[config.mk]
export PLATFORM = sky130hd
export DESIGN_NAME = swap_slot_allocator_flat
export DESIGN_NICKNAME = d
export VERILOG_FILES = /design/src/rtl/ssa_pkg.sv /design/src/rtl/ssa_in_if.sv /design/src/rtl/ssa_out_if.sv /design/src/rtl/ssa_cfg_if.sv /design/src/rtl/ssa_map_ram.sv /design/src/rtl/ssa_ctrl.sv /design/src/rtl/swap_slot_allocator.sv /design/src/flat_wrapper.sv
export SDC_FILE = /design/constraint.sdc
export NUM_CORES = 1
export LEC_CHECK = 0
export BUFFER_PORTS_ARGS = -buffer_cell sky130_fd_sc_hd__buf_2
export CAP_MARGIN = 20
export CORE_ASPECT_RATIO = 2
export CORE_MARGIN = 2
export CORE_UTILIZATION = 35
export DETAILED_ROUTE_END_ITERATION = 10
export SETUP_SLACK_MARGIN = 0.5
export SLEW_MARGIN = 20
export SYNTH_ARGS = -nofsm -noshare
export SYNTH_HDL_FRONTEND = slang
export SYNTH_SLANG_ARGS = --single-unit
[constraint.sdc]
create_clock -name clk -period 7.77 [get_ports clk]
set_input_delay 1.9425 -clock clk [delete_from_list [all_inputs] [get_ports clk]]
set_output_delay 1.9425 -clock clk [all_outputs]
set_load 0.02 [all_outputs]
[src/rtl/ssa_pkg.sv]
// Shared types and constants for the swap slot allocator.
// No dependencies; every other file of the block refers to it by scoped names.
package ssa_pkg;

  localparam int SLOTS            = 1024;
  localparam int SECTORS_PER_SLOT = 8;

  // field widths of the channel words
  localparam int SLOT_W = 10;
  localparam int SECT_W = 13;
  localparam int CFG_W  = 11;

  // used-slot bitmap kept as words of WORD_W bits
  localparam int WORD_W = 32;
  localparam int WB     = $clog2(WORD_W);
  localparam int WORDS  = SLOTS / WORD_W;
  localparam int AW     = (WORDS > 1) ? $clog2(WORDS) : 1;
  localparam int LIM_W  = $clog2(SLOTS + 1);
  localparam int LHI_W  = LIM_W - WB;
  localparam int OFF_W  = (SECTORS_PER_SLOT > 1) ? $clog2(SECTORS_PER_SLOT) : 1;

  localparam logic [CFG_W-1:0] CFG_RESET = CFG_W'(1024);

  typedef enum logic [1:0] {
    ST_OK     = 2'd0,
    ST_FULL   = 2'd1,
    ST_UNUSED = 2'd2,
    ST_RANGE  = 2'd3
  } status_t;

  typedef enum logic {
    FUNC_ALLOC   = 1'b0,
    FUNC_RELEASE = 1'b1
  } func_t;

  typedef enum logic [1:0] {
    S_IDLE,
    S_SCAN,
    S_REL_CHK,
    S_EMIT
  } state_t;

  // one read and one write port on the map memory
  typedef struct packed {
    logic              rd_en;
    logic [AW-1:0]     rd_addr;
    logic              wr_en;
    logic [AW-1:0]     wr_addr;
    logic [WORD_W-1:0] wr_data;
  } ram_req_t;

endpackage

[src/rtl/ssa_in_if.sv]
// Request channel of the swap slot allocator: valid/ready plus func and slot.
// Depends on ssa_pkg for field widths.
interface ssa_in_if;
  logic                        valid;
  logic                        ready;
  logic                        func;
  logic [ssa_pkg::SLOT_W-1:0]  slot;

  modport source (output valid, func, slot, input ready);
  modport sink   (input valid, func, slot, output ready);
endinterface

[src/rtl/ssa_out_if.sv]
// Result channel of the swap slot allocator: valid/ready plus one result word.
// Depends on ssa_pkg for field widths.
interface ssa_out_if;
  logic                        valid;
  logic                        ready;
  logic [1:0]                  status;
  logic [ssa_pkg::SLOT_W-1:0]  slot_index;
  logic [ssa_pkg::SECT_W-1:0]  sector_address;
  logic                        last;

  modport source (output valid, status, slot_index, sector_address, last, input ready);
  modport sink   (input valid, status, slot_index, sector_address, last, output ready);
endinterface

[src/rtl/ssa_cfg_if.sv]
// Configuration write channel: valid/ready plus the slot_count write data.
// Depends on ssa_pkg for the register width.
interface ssa_cfg_if;
  logic                       valid;
  logic                       ready;
  logic [ssa_pkg::CFG_W-1:0]  data;

  modport source (output valid, data, input ready);
  modport sink   (input valid, data, output ready);
endinterface

[src/rtl/ssa_map_ram.sv]
// Used-slot bitmap memory: WORDS x WORD_W, one write and one read port, registered read.
// Per-word valid bits stand in for the reset image. Depends on ssa_pkg.
module ssa_map_ram (
  input  logic                            clk,
  input  logic                            rst_n,
  input  ssa_pkg::ram_req_t               req,
  output logic [ssa_pkg::WORD_W-1:0]      rd_word
);

  logic [ssa_pkg::WORD_W-1:0] mem [ssa_pkg::WORDS];
  logic [ssa_pkg::WORDS-1:0]  vld_r;
  logic [ssa_pkg::WORD_W-1:0] rd_data_r;
  logic                       rd_vld_r;
  logic [ssa_pkg::AW-1:0]     rd_addr_r;

  always_ff @(posedge clk) begin
    if (req.wr_en) begin
      mem[req.wr_addr] <= req.wr_data;
    end
    if (req.rd_en) begin
      rd_data_r <= mem[req.rd_addr];
      rd_addr_r <= req.rd_addr;
    end
  end

  always_ff @(posedge clk) begin
    if (!rst_n) begin
      vld_r    <= '0;
      rd_vld_r <= 1'b0;
    end else begin
      if (req.wr_en) begin
        vld_r[req.wr_addr] <= 1'b1;
      end
      if (req.rd_en) begin
        rd_vld_r <= vld_r[req.rd_addr];
      end
    end
  end

  // unwritten word reads as reset image: slot 0 used, rest free
  assign rd_word = rd_vld_r ? rd_data_r :
                   (rd_addr_r == '0) ? ssa_pkg::WORD_W'(1) : '0;

endmodule

[src/rtl/ssa_ctrl.sv]
// Allocator sequencer: word-by-word first-fit scan, release check, result emission.
// Drives the map memory ports; depends on ssa_pkg and the channel interfaces.
module ssa_ctrl (
  input  logic                             clk,
  input  logic                             rst_n,
  input  logic [ssa_pkg::LIM_W-1:0]        lim,
  ssa_in_if.sink                           in_ch,
  ssa_out_if.source                        out_ch,
  output ssa_pkg::ram_req_t                ram_req,
  input  logic [ssa_pkg::WORD_W-1:0]       rd_word
);

  ssa_pkg::state_t                state_r, state_nxt;
  logic [ssa_pkg::SLOT_W-1:0]     slot_r, slot_nxt;
  logic [ssa_pkg::AW-1:0]         scan_addr_r, scan_addr_nxt;
  logic                           out_valid_r, out_valid_nxt;
  ssa_pkg::status_t               status_r, status_nxt;
  logic [ssa_pkg::SLOT_W-1:0]     slot_idx_r, slot_idx_nxt;
  logic [ssa_pkg::SECT_W-1:0]     sector_r, sector_nxt;
  logic                           last_r, last_nxt;
  logic [ssa_pkg::OFF_W-1:0]      off_r, off_nxt;

  logic                           in_acc;
  logic                           out_acc;
  logic                           rel_bad;
  logic [ssa_pkg::LHI_W-1:0]      lim_hi;
  logic [ssa_pkg::WB-1:0]         lim_lo;
  logic [ssa_pkg::LIM_W-1:0]      lim_m1;
  logic [ssa_pkg::AW-1:0]         last_word;
  logic [ssa_pkg::WORD_W-1:0]     range_mask;
  logic [ssa_pkg::WORD_W-1:0]     avail;
  logic                           found;
  logic [ssa_pkg::WB-1:0]         pos;
  logic [ssa_pkg::SLOT_W-1:0]     found_slot;
  logic                           rel_bit;
  logic                           at_last_word;

  assign in_acc  = in_ch.valid && in_ch.ready;
  assign out_acc = out_valid_r && out_ch.ready;

  assign lim_hi = lim[ssa_pkg::LIM_W-1:ssa_pkg::WB];
  assign lim_lo = lim[ssa_pkg::WB-1:0];
  assign lim_m1 = lim - ssa_pkg::LIM_W'(1);
  assign last_word = (lim == '0) ? '0 : lim_m1[ssa_pkg::WB+ssa_pkg::AW-1:ssa_pkg::WB];
  assign at_last_word = (scan_addr_r == last_word);

  assign rel_bad = (in_ch.slot == '0) ||
                   (ssa_pkg::LIM_W'(in_ch.slot) >= lim);

  // bits of the current word that lie below the active limit
  always_comb begin
    if (ssa_pkg::LHI_W'(scan_addr_r) < lim_hi) begin
      range_mask = '1;
    end else if (ssa_pkg::LHI_W'(scan_addr_r) == lim_hi) begin
      range_mask = (ssa_pkg::WORD_W'(1) << lim_lo) - ssa_pkg::WORD_W'(1);
    end else begin
      range_mask = '0;
    end
  end

  assign avail = ~rd_word & range_mask;
  assign found = |avail;

  // lowest free bit
  always_comb begin
    pos = '0;
    for (int i = ssa_pkg::WORD_W - 1; i >= 0; i--) begin
      if (avail[i]) begin
        pos = ssa_pkg::WB'(i);
      end
    end
  end

  assign found_slot = ssa_pkg::SLOT_W'({scan_addr_r, pos});
  assign rel_bit    = rd_word[slot_r[ssa_pkg::WB-1:0]];

  // next state
  always_comb begin
    state_nxt = state_r;
    case (state_r)
      ssa_pkg::S_IDLE: begin
        if (in_acc) begin
          if (in_ch.func == ssa_pkg::FUNC_RELEASE) begin
            state_nxt = rel_bad ? ssa_pkg::S_EMIT : ssa_pkg::S_REL_CHK;
          end else begin
            state_nxt = ssa_pkg::S_SCAN;
          end
        end
      end
      ssa_pkg::S_SCAN: begin
        if (found || at_last_word) begin
          state_nxt = ssa_pkg::S_EMIT;
        end
      end
      ssa_pkg::S_REL_CHK: begin
        state_nxt = ssa_pkg::S_EMIT;
      end
      ssa_pkg::S_EMIT: begin
        if (out_acc && last_r) begin
          state_nxt = ssa_pkg::S_IDLE;
        end
      end
      default: state_nxt = ssa_pkg::S_IDLE;
    endcase
  end

  // outputs and datapath
  always_comb begin
    in_ch.ready   = 1'b0;
    ram_req       = '0;
    slot_nxt      = slot_r;
    scan_addr_nxt = scan_addr_r;
    out_valid_nxt = out_valid_r;
    status_nxt    = status_r;
    slot_idx_nxt  = slot_idx_r;
    sector_nxt    = sector_r;
    last_nxt      = last_r;
    off_nxt       = off_r;
    case (state_r)
      ssa_pkg::S_IDLE: begin
        in_ch.ready = 1'b1;
        if (in_acc) begin
          slot_nxt = in_ch.slot;
          if (in_ch.func == ssa_pkg::FUNC_RELEASE) begin
            if (rel_bad) begin
              out_valid_nxt = 1'b1;
              status_nxt    = ssa_pkg::ST_RANGE;
              slot_idx_nxt  = '0;
              sector_nxt    = '0;
              last_nxt      = 1'b1;
            end else begin
              ram_req.rd_en   = 1'b1;
              ram_req.rd_addr = ssa_pkg::AW'(in_ch.slot >> ssa_pkg::WB);
            end
          end else begin
            ram_req.rd_en   = 1'b1;
            ram_req.rd_addr = '0;
            scan_addr_nxt   = '0;
          end
        end
      end
      ssa_pkg::S_SCAN: begin
        if (found) begin
          ram_req.wr_en   = 1'b1;
          ram_req.wr_addr = scan_addr_r;
          ram_req.wr_data = rd_word | (ssa_pkg::WORD_W'(1) << pos);
          out_valid_nxt   = 1'b1;
          status_nxt      = ssa_pkg::ST_OK;
          slot_idx_nxt    = found_slot;
          sector_nxt      = ssa_pkg::SECT_W'(found_slot) *
                            ssa_pkg::SECT_W'(ssa_pkg::SECTORS_PER_SLOT);
          off_nxt         = '0;
          last_nxt        = (ssa_pkg::SECTORS_PER_SLOT == 1);
        end else if (at_last_word) begin
          out_valid_nxt = 1'b1;
          status_nxt    = ssa_pkg::ST_FULL;
          slot_idx_nxt  = '0;
          sector_nxt    = '0;
          last_nxt      = 1'b1;
        end else begin
          ram_req.rd_en   = 1'b1;
          ram_req.rd_addr = scan_addr_r + ssa_pkg::AW'(1);
          scan_addr_nxt   = scan_addr_r + ssa_pkg::AW'(1);
        end
      end
      ssa_pkg::S_REL_CHK: begin
        out_valid_nxt = 1'b1;
        if (rel_bit) begin
          ram_req.wr_en   = 1'b1;
          ram_req.wr_addr = ssa_pkg::AW'(slot_r >> ssa_pkg::WB);
          ram_req.wr_data = rd_word & ~(ssa_pkg::WORD_W'(1) << slot_r[ssa_pkg::WB-1:0]);
          status_nxt      = ssa_pkg::ST_OK;
          slot_idx_nxt    = slot_r;
          sector_nxt      = ssa_pkg::SECT_W'(slot_r) *
                            ssa_pkg::SECT_W'(ssa_pkg::SECTORS_PER_SLOT);
          off_nxt         = '0;
          last_nxt        = (ssa_pkg::SECTORS_PER_SLOT == 1);
        end else begin
          status_nxt   = ssa_pkg::ST_UNUSED;
          slot_idx_nxt = '0;
          sector_nxt   = '0;
          last_nxt     = 1'b1;
        end
      end
      ssa_pkg::S_EMIT: begin
        if (out_acc) begin
          if (last_r) begin
            out_valid_nxt = 1'b0;
          end else begin
            off_nxt    = off_r + ssa_pkg::OFF_W'(1);
            sector_nxt = sector_r + ssa_pkg::SECT_W'(1);
            last_nxt   = (off_r + ssa_pkg::OFF_W'(1) ==
                          ssa_pkg::OFF_W'(ssa_pkg::SECTORS_PER_SLOT - 1));
          end
        end
      end
      default: begin
        out_valid_nxt = 1'b0;
      end
    endcase
  end

  always_ff @(posedge clk) begin
    if (!rst_n) begin
      state_r     <= ssa_pkg::S_IDLE;
      out_valid_r <= 1'b0;
    end else begin
      state_r     <= state_nxt;
      out_valid_r <= out_valid_nxt;
    end
  end

  always_ff @(posedge clk) begin
    slot_r      <= slot_nxt;
    scan_addr_r <= scan_addr_nxt;
    status_r    <= status_nxt;
    slot_idx_r  <= slot_idx_nxt;
    sector_r    <= sector_nxt;
    last_r      <= last_nxt;
    off_r       <= off_nxt;
  end

  assign out_ch.valid          = out_valid_r;
  assign out_ch.status         = status_r;
  assign out_ch.slot_index     = slot_idx_r;
  assign out_ch.sector_address = sector_r;
  assign out_ch.last           = last_r;

endmodule

[src/rtl/swap_slot_allocator.sv]
// Top level of the swap slot allocator: slot_count register, map memory, sequencer.
// Depends on ssa_pkg, the channel interfaces, ssa_map_ram and ssa_ctrl.
//
// Usage:
//   in_ch  : request word {func, slot}; func 0 allocates the lowest free slot,
//            func 1 releases the given slot.
//   out_ch : result words {status, slot_index, sector_address, last}. A good
//            item yields SECTORS_PER_SLOT words with consecutive sectors, last
//            on the final one; a failed item yields one word with last set.
//   cfg_ch : slot_count write, always ready; values above SLOTS saturate.
// One item is handled at a time; in_ch.ready is high only while idle.
// Allocate: one map word (32 slots) is checked per cycle, starting at word 0,
//   until a free slot below the limit is found or the last word in range has
//   been checked; the result is registered from the word where the scan stops.
// Release: the map word is read at accept and checked in the S_REL_CHK state,
//   which registers the result; range errors show in the cycle right after accept.
// Results then stream one per cycle; a stalled receiver holds the output
//   register and the sequencer simply waits.
// Reset: per-word valid bits make the map read as slot 0 used, all others
//   free, so the block is ready as soon as reset is released.
module swap_slot_allocator (
  input  logic       clk,
  input  logic       rst_n,
  ssa_in_if.sink     in_ch,
  ssa_out_if.source  out_ch,
  ssa_cfg_if.sink    cfg_ch
);

  logic [ssa_pkg::CFG_W-1:0]   slot_count_r;
  logic [ssa_pkg::LIM_W-1:0]   lim;
  ssa_pkg::ram_req_t           ram_req;
  logic [ssa_pkg::WORD_W-1:0]  rd_word;

  assign cfg_ch.ready = 1'b1;

  always_ff @(posedge clk) begin
    if (!rst_n) begin
      slot_count_r <= ssa_pkg::CFG_RESET;
    end else if (cfg_ch.valid && cfg_ch.ready) begin
      slot_count_r <= cfg_ch.data;
    end
  end

  assign lim = (slot_count_r > ssa_pkg::CFG_W'(ssa_pkg::SLOTS)) ?
               ssa_pkg::LIM_W'(ssa_pkg::SLOTS) : ssa_pkg::LIM_W'(slot_count_r);

  ssa_map_ram u_ram (
    .clk     (clk),
    .rst_n   (rst_n),
    .req     (ram_req),
    .rd_word (rd_word)
  );

  ssa_ctrl u_ctrl (
    .clk     (clk),
    .rst_n   (rst_n),
    .lim     (lim),
    .in_ch   (in_ch),
    .out_ch  (out_ch),
    .ram_req (ram_req),
    .rd_word (rd_word)
  );

endmodule

[src/flat_wrapper.sv]
// flat-port wrapper written by rule: the top's interface ports become plain ports
module swap_slot_allocator_flat 
  (clk, rst_n, in_ch_valid, in_ch_func, in_ch_slot, in_ch_ready, out_ch_valid, out_ch_status, out_ch_slot_index, out_ch_sector_address, out_ch_last, out_ch_ready, cfg_ch_valid, cfg_ch_data, cfg_ch_ready);
  ssa_in_if in_ch_i ();
  ssa_out_if out_ch_i ();
  ssa_cfg_if cfg_ch_i ();
  input  logic clk;
  input  logic rst_n;
  input wire logic [$bits(in_ch_i.valid)-1:0] in_ch_valid;
  input wire logic [$bits(in_ch_i.func)-1:0] in_ch_func;
  input wire logic [$bits(in_ch_i.slot)-1:0] in_ch_slot;
  output wire logic [$bits(in_ch_i.ready)-1:0] in_ch_ready;
  output wire logic [$bits(out_ch_i.valid)-1:0] out_ch_valid;
  output wire logic [$bits(out_ch_i.status)-1:0] out_ch_status;
  output wire logic [$bits(out_ch_i.slot_index)-1:0] out_ch_slot_index;
  output wire logic [$bits(out_ch_i.sector_address)-1:0] out_ch_sector_address;
  output wire logic [$bits(out_ch_i.last)-1:0] out_ch_last;
  input wire logic [$bits(out_ch_i.ready)-1:0] out_ch_ready;
  input wire logic [$bits(cfg_ch_i.valid)-1:0] cfg_ch_valid;
  input wire logic [$bits(cfg_ch_i.data)-1:0] cfg_ch_data;
  output wire logic [$bits(cfg_ch_i.ready)-1:0] cfg_ch_ready;
  assign in_ch_i.valid = in_ch_valid;
  assign in_ch_i.func = in_ch_func;
  assign in_ch_i.slot = in_ch_slot;
  assign in_ch_ready = in_ch_i.ready;
  assign out_ch_valid = out_ch_i.valid;
  assign out_ch_status = out_ch_i.status;
  assign out_ch_slot_index = out_ch_i.slot_index;
  assign out_ch_sector_address = out_ch_i.sector_address;
  assign out_ch_last = out_ch_i.last;
  assign out_ch_i.ready = out_ch_ready;
  assign cfg_ch_i.valid = cfg_ch_valid;
  assign cfg_ch_i.data = cfg_ch_data;
  assign cfg_ch_ready = cfg_ch_i.ready;
  swap_slot_allocator u_core (.clk(clk), .rst_n(rst_n), .in_ch(in_ch_i), .out_ch(out_ch_i), .cfg_ch(cfg_ch_i));
endmodule
==> impl_metrics.tcl, run 1 <==
set metrics [dict create \
    status "complete, no violations" \
    postSynthCellCount 4301 \
    tightest_slew_ns 1.43 \
    nets 4382 \
    path_cells "nand2b_1, inv_1, ha_1, and3_1, nand2_1, a221oi_1, a211o_1, or3_1, nor4_1, buf_4, a21oi_2, a22oi_1, nand3_1, nor2_4, buf_12" \
    start_util_pct 35.3 \
    grt_max_degree 207 \
    slowest_delay_ns 0.81 \
    startpoint_type "register" \
    rows 195 \
    drc 0 \
    root_buffer "clkbuf_16" \
    fill_cells 13200 \
    cts_resized 0 \
    die_w_um 271 \
    power_mw 14.8 \
    finalMaxSlewViolations 0 \
    clock_latency_ns 0.73 \
    fin_cells 6284 \
    grt-ovfl-total 0 \
    hp-start "u_core.u_ram.vld_r[0]$_SDFFE_PN0P_" \
    yosysMostFrequentCell "nand2_1" \
    slew_headroom_pct 5.00 \
    synth_top_flop_cell "edfxtp_1" \
    ys_seq_elements 1152 \
    cts.sinks 1152 \
    p_leak_nw 18.6 \
    initialDrtViolationCount 3800 \
    period_share_pct 81.8 \
    synth_top_area_cell "edfxtp_1" \
    rsz0062_at_grt "false" \
    fmax_mhz 157 \
    post-route-min-period_ns 6.36 \
    async_flop_share_pct 0 \
    ctsHoldBuffers 0 \
    numCtsBuffers 94 \
    portBuffers 54 \
    path_max_fanout 23 \
    pre_cts_ws_ns 1.60 \
    cp_slowest_cell "nor2_4" \
    dp_hpwl_um 95300 \
    yosysWarnings 0 \
    synth_common_cells "1270 x nand2_1, 1105 x edfxtp_1, 698 x nand3_1, 215 x clkbuf_1, 139 x o211ai_1" \
    die-area_mm2 0.146 \
    critPathLaunch "u_core.slot_count_r[10]$_SDFFE_PN1P_" \
    min_path_type "register to register" \
    worstSetupPathType "register to register" \
    cp-end-kind "register" \
    synth.area.top_cells "edfxtp_1 67%, nand2_1 9.6%, nand3_1 7.0%, o211ai_1 2.1%, dfxtp_1 1.9%" \
    clock_skew_ns 0.0609 \
    ios 56 \
    peakVddDrop_v 0.000230 \
    cp_top_family "simple AND/OR/NAND/NOR gates" \
    grt_first_pass_wirelength_um 234000 \
    synth_top_cell_area_share_pct 66.6 \
    vias 35300 \
    syn_area_per_cell_um2 11.6 \
    finalHoldViolCount 0 \
    yosysSeqAreaShare_pct 68.5 \
    cts_max_path_buffers 3 \
    final-setup-viol-count 0 \
    cts_tree "built" \
    cp_num_buf_inv 3 \
    hold_ws_ns 0.466 \
    worstPathRequired_ns 8.15 \
    die_h_um 538 \
    core_region_area_mm2 0.141 \
    synth_edf_count 1105 \
    antenna_found_initial 3 \
    routabilityCongestion 0.996 \
    vias_per_cell 5.61 \
    setup_tns_ns 0 \
    area_growth_pct 14.3 \
    htree_levels 3 \
    antenna_left 0 \
    final_layout_size_suffix_gt1_share_pct 10.4 \
    wirelength_um 163000 \
    firstDrtPassIters 6 \
    syn_nets 4351 \
    clk_pin_slew_worst_paths_ns 0.07 \
    wl_per_cell_um 25.9 \
    maxCapViolations 0 \
    dp_cells 6107 \
    layout_setup_ws_ns 1.41 \
    grt_use_total_pct 21.9 \
    syn_area_mm2 0.0498 \
    grt_pass1_vias 34100 \
    ys_types 87 \
    p_per_area_mw_per_mm2 260 \
    postCtsSetupBuffers 0 \
    rr_startpoint "u_core.slot_count_r[10]$_SDFFE_PN1P_" \
    arrival_ns 6.74 \
]
[logic make-up (layout without fill, tap and decap cells)]
| group | Yosys count | count (layout) | synth area share, % |
|---|---|---|---|
| xor+xnor | 25 | 25 | 0.439 |
| flops | 1152 | 1152 | 68.5 |
| simple gates | 2279 | 2279 | 20.3 |
| other cells | 1 | 3 | 0.00753 |
| compound gates | 477 | 477 | 6.74 |
| mux | 30 | 30 | 0.836 |
| buf+inv | 313 | 423 | 2.56 |
| fa+ha+maj | 24 | 24 | 0.598 |
[metal layers]
layer / vias to the layer above / GRT usage (%) / wire length, µm
met5: - / 0 / 0
met4: 0 / 12.8 / 10400
met3: 432 / 2.56 / 9700
met2: 1504 / 39.9 / 85200
met1: 17600 / 24.5 / 57500
li1: 15700 / - / -
[layout make-up]
| cell class | instances | area (µm²) | share of cell area (%) |
|---|---|---|---|
| sequential | 1152 | 34100 | 59.9 |
| multi-input combinational | 2836 | 14800 | 26.0 |
| clock buffer | 119 | 2510 | 4.40 |
| tap | 1871 | 2340 | 4.11 |
| timing repair buffer | 226 | 2300 | 4.04 |
| clock inverter | 56 | 737 | 1.29 |
| inverter | 22 | 106 | 0.187 |
| antenna | 2 | 5.00 | 0.00879 |
[where the power goes]
part | switching (mW) | total [mW] | internal [mW]
registers | 0.358 | 7.46 | 7.10
logic | 1.57 | 2.31 | 0.738
clock network | 2.32 | 5.05 | 2.73
[worst reg2reg max path, cell delays in order (launching register included)]
cell and delay (ns):
dfxtp_1 0.78, nand2b_1 0.24, inv_1 0.06, ha_1 0.28, and3_1 0.21, nand2_1 0.64
a221oi_1 0.18, a211o_1 0.34, or3_1 0.48, nor4_1 0.45, buf_4 0.23, a21oi_2 0.12
a22oi_1 0.50, nand3_1 0.48, nor2_4 0.81, buf_12 0.27
[layout by cell type (no fill, tap or decap), drive strengths merged, types with 12 or more instances in the layout]
cell | netlist | routed
nor2b | 22 | 22
nand2b | 20 | 20
buf | 76 | 226
a22oi | 12 | 12
nor4 | 13 | 13
o211ai | 139 | 139
a211oi | 39 | 39
and3 | 19 | 19
and4 | 35 | 35
clkbuf | 215 | 119
inv | 20 | 23
nand3 | 698 | 698
o21a | 41 | 41
edfxtp | 1105 | 1105
bufinv | 0 | 12
nor2 | 99 | 99
clkinv | 2 | 40
dfxtp | 47 | 47
mux2i | 18 | 18
ha | 23 | 23
xnor2 | 16 | 16
nand2 | 1270 | 1270
nor3 | 23 | 23
nand4 | 12 | 12
o21ai | 71 | 71
and2 | 19 | 19
a21oi | 73 | 73
[worst paths after layout]
path / slack (ns) / endpoint / cells after the start
worst max-delay path: 1.41 / u_core.u_ram.mem[19][15]$_DFFE_PP_ / 15
worst min-delay path: 0.47 / u_core.u_ram.vld_r[0]$_SDFFE_PN0P_ / 1
worst max register to register: 1.41 / u_core.u_ram.mem[19][15]$_DFFE_PP_ / 15
worst min register to register: 0.47 / u_core.u_ram.vld_r[0]$_SDFFE_PN0P_ / 1
[state kept, by name, indices dropped and copies added, names as in the netlist, 2 cells and up]
signal,count
u_core.u_ctrl.out_ch.status,2
u_core.u_ram.rd_data_r,32
u_core.slot_count_r,11
u_core.u_ctrl.out_ch.slot_index,10
u_core.u_ctrl.scan_addr_r,5
u_core.u_ctrl.out_ch.sector_address,13
u_core.u_ctrl.state_r,2
u_core.u_ram.rd_addr_r,5
u_core.u_ram.vld_r,32
u_core.u_ctrl.slot_r,10
u_core.u_ram.mem,1024
u_core.u_ctrl.off_r,3
[stage by stage]
stage	cell area, µm²	utilization [%]
after global routing	56900	40.3
after global placement	53700	38.0
after detailed placement	53700	38.0
after floorplan	49800	-
after CTS	56900	40.3
final	56900	40.3
No activity file was read; power rests on OpenSTA's default activity.
==> run 2, diff against run 1 <==
==> constraint.sdc (replaced) <==
create_clock -name clk -period 6.65 [get_ports clk]
set_input_delay 1.6625 -clock clk [delete_from_list [all_inputs] [get_ports clk]]
set_output_delay 1.6625 -clock clk [all_outputs]
set_load 0.02 [all_outputs]
==> impl_metrics.tcl, run 2 (same netlist as run 1, synthesis figures left out) <==
set metrics [dict create \
    status "complete, no violations" \
    setup_tns_ns 0 \
    cp.depth 17 \
    fill_cells 13000 \
    initialDrtViolationCount 3011 \
    worstPathRequired_ns 7.06 \
    numCtsBuffers 93 \
    post-route-min-period_ns 5.93 \
    antenna_left 0 \
    worstSetupPathType "register to register" \
    routabilityCongestion 0.923 \
    cts_max_path_buffers 3 \
    vias_per_cell 5.54 \
    area_growth_pct 19.5 \
    cp_slowest_cell "dfxtp_1" \
    final_layout_size_suffix_gt1_share_pct 14.6 \
    grt-ovfl-total 0 \
    cp-end-kind "register" \
    cp_num_buf_inv 5 \
    grt_pass1_vias 36300 \
    place_area_mm2 0.0563 \
    path_cells "buf_4, nand2b_1, ha_1, and3_1, nand2_1, buf_4, a221oi_1, a211o_1, or3_1, nor4_1, buf_4, a21oi_2, a22oi_1, nand3_1, buf_4, nor2_4, buf_4" \
    r2r_setup_slack_ns 0.72 \
    vias 35900 \
    cts.sinks 1152 \
    peakVddDrop_v 0.000262 \
    rows 195 \
    die_h_um 538 \
    postLayoutCellArea_mm2 0.0595 \
    tightest_slew_ns 1.14 \
    path_max_fanout 20 \
    pre_cts_ws_ns 0.820 \
    nets 4580 \
    regMostFlops "u_core.u_ram.mem" \
    fin_cells 6480 \
    clk_pin_slew_worst_paths_ns 0.08 \
    hp-start "u_core.u_ram.vld_r[31]$_SDFFE_PN0P_" \
    p_per_area_mw_per_mm2 298 \
    antenna_found_initial 2 \
    power_mw 17.7 \
    clock_latency_ns 0.72 \
    finalMaxSlewViolations 0 \
    htree_levels 3 \
    dp_cells 6306 \
    portBuffers 54 \
    die_w_um 271 \
    slowest_delay_ns 0.76 \
    root_buffer "clkbuf_16" \
    period_share_pct 89.1 \
    p_leak_nw 19.9 \
    core_region_area_mm2 0.141 \
    firstDrtPassIters 5 \
    cts_tree "built" \
    clock_skew_ns 0.0494 \
    arrival_ns 6.34 \
    min_path_type "register to register" \
    finalHoldViolCount 0 \
    startpoint_type "register" \
    reg2reg_depth 17 \
    final_common_cell "nand2_1" \
    cts_resized 0 \
    crit_top_cell "buf_4" \
    maxCapViolations 0 \
    rsz0062_at_grt "false" \
    slew_headroom_pct 23.8 \
    drc 0 \
    die-area_mm2 0.146 \
    wirelength_um 165000 \
    fmax_mhz 169 \
    largest_reg_flops 1024 \
    ios 56 \
    dp_hpwl_um 110000 \
    final_cell_mix "1270 x nand2_1, 1105 x edfxtp_1, 697 x nand3_1" \
    top_regs "u_core.u_ram.mem (1024), u_core.u_ram.rd_data_r (32), u_core.u_ram.vld_r (32)" \
    final-setup-viol-count 0 \
    worstReg2RegEnd "u_core.u_ram.mem[14][31]$_DFFE_PP_" \
    hold_depth 1 \
    grt_first_pass_wirelength_um 241000 \
    layout_setup_ws_ns 0.724 \
    rr_startpoint "u_core.slot_count_r[10]$_SDFFE_PN1P_" \
    wl_per_cell_um 25.5 \
    start_util_pct 35.3 \
    grt_max_degree 73 \
    grt_use_total_pct 22.4 \
    cp_top_family "simple AND/OR/NAND/NOR gates" \
    whs_endpoint "u_core.u_ram.vld_r[31]$_SDFFE_PN0P_" \
]
-- run 2: how the worst max path moves through the flow --
stage                                         startpoint  slack, ns                                 end
floorplan           u_core.slot_count_r[10]$_SDFFE_PN1P_       0.51   u_core.u_ram.mem[16][0]$_DFFE_PP_
global placement    u_core.slot_count_r[10]$_SDFFE_PN1P_       0.93   u_core.u_ram.mem[14][3]$_DFFE_PP_
detailed placement  u_core.slot_count_r[10]$_SDFFE_PN1P_       0.82   u_core.u_ram.mem[14][6]$_DFFE_PP_
CTS                 u_core.slot_count_r[10]$_SDFFE_PN1P_       0.75  u_core.u_ram.mem[14][27]$_DFFE_PP_
global route        u_core.slot_count_r[10]$_SDFFE_PN1P_       0.51  u_core.u_ram.mem[14][31]$_DFFE_PP_
finish              u_core.slot_count_r[10]$_SDFFE_PN1P_       0.72  u_core.u_ram.mem[14][31]$_DFFE_PP_
-- run 2: through the flow --
stage	hold WS, ns	utilization [%]
6_report	0.467	42.1
5_1_grt	0.479	42.1
4_1_cts	0.469	42.1
3_5_place_dp	0.452	39.8
3_3_place_gp	0.446	39.8
2_1_floorplan	0.432	-
-- run 2: what timing repair did --
action / in CTS / in global routing
setup endpoints to repair: 0 / 8
hold buffers: 0 / 0
setup buffers: 0 / 0
-- run 2: power breakdown --
part | switching [mW] | internal (mW) | total (mW)
sequential | 0.404 | 8.29 | 8.70
combinational | 1.96 | 1.07 | 3.04
clock | 2.68 | 3.33 | 6.02
-- run 2: cell type report --
class                           instances  area, µm²  area share (%)
Timing Repair Buffer                  425       4840            8.14
Clock buffer                          107       2440            4.10
Clock inverter                         66        846            1.42
Tap cell                             1871       2340            3.93
Antenna cell                            1       2.50         0.00420
Inverter                               22        116           0.195
Sequential cell                      1152      34100            57.3
Multi-Input combinational cell       2836      14800            24.9
-- run 2: per-layer routing --
layer	track usage, %	up-vias	wire length (µm)
met5	0	-	16
met4	13.4	2	10600
met3	2.89	390	8640
met2	42.0	1312	88200
met1	23.9	18100	57700
li1	-	16100	-
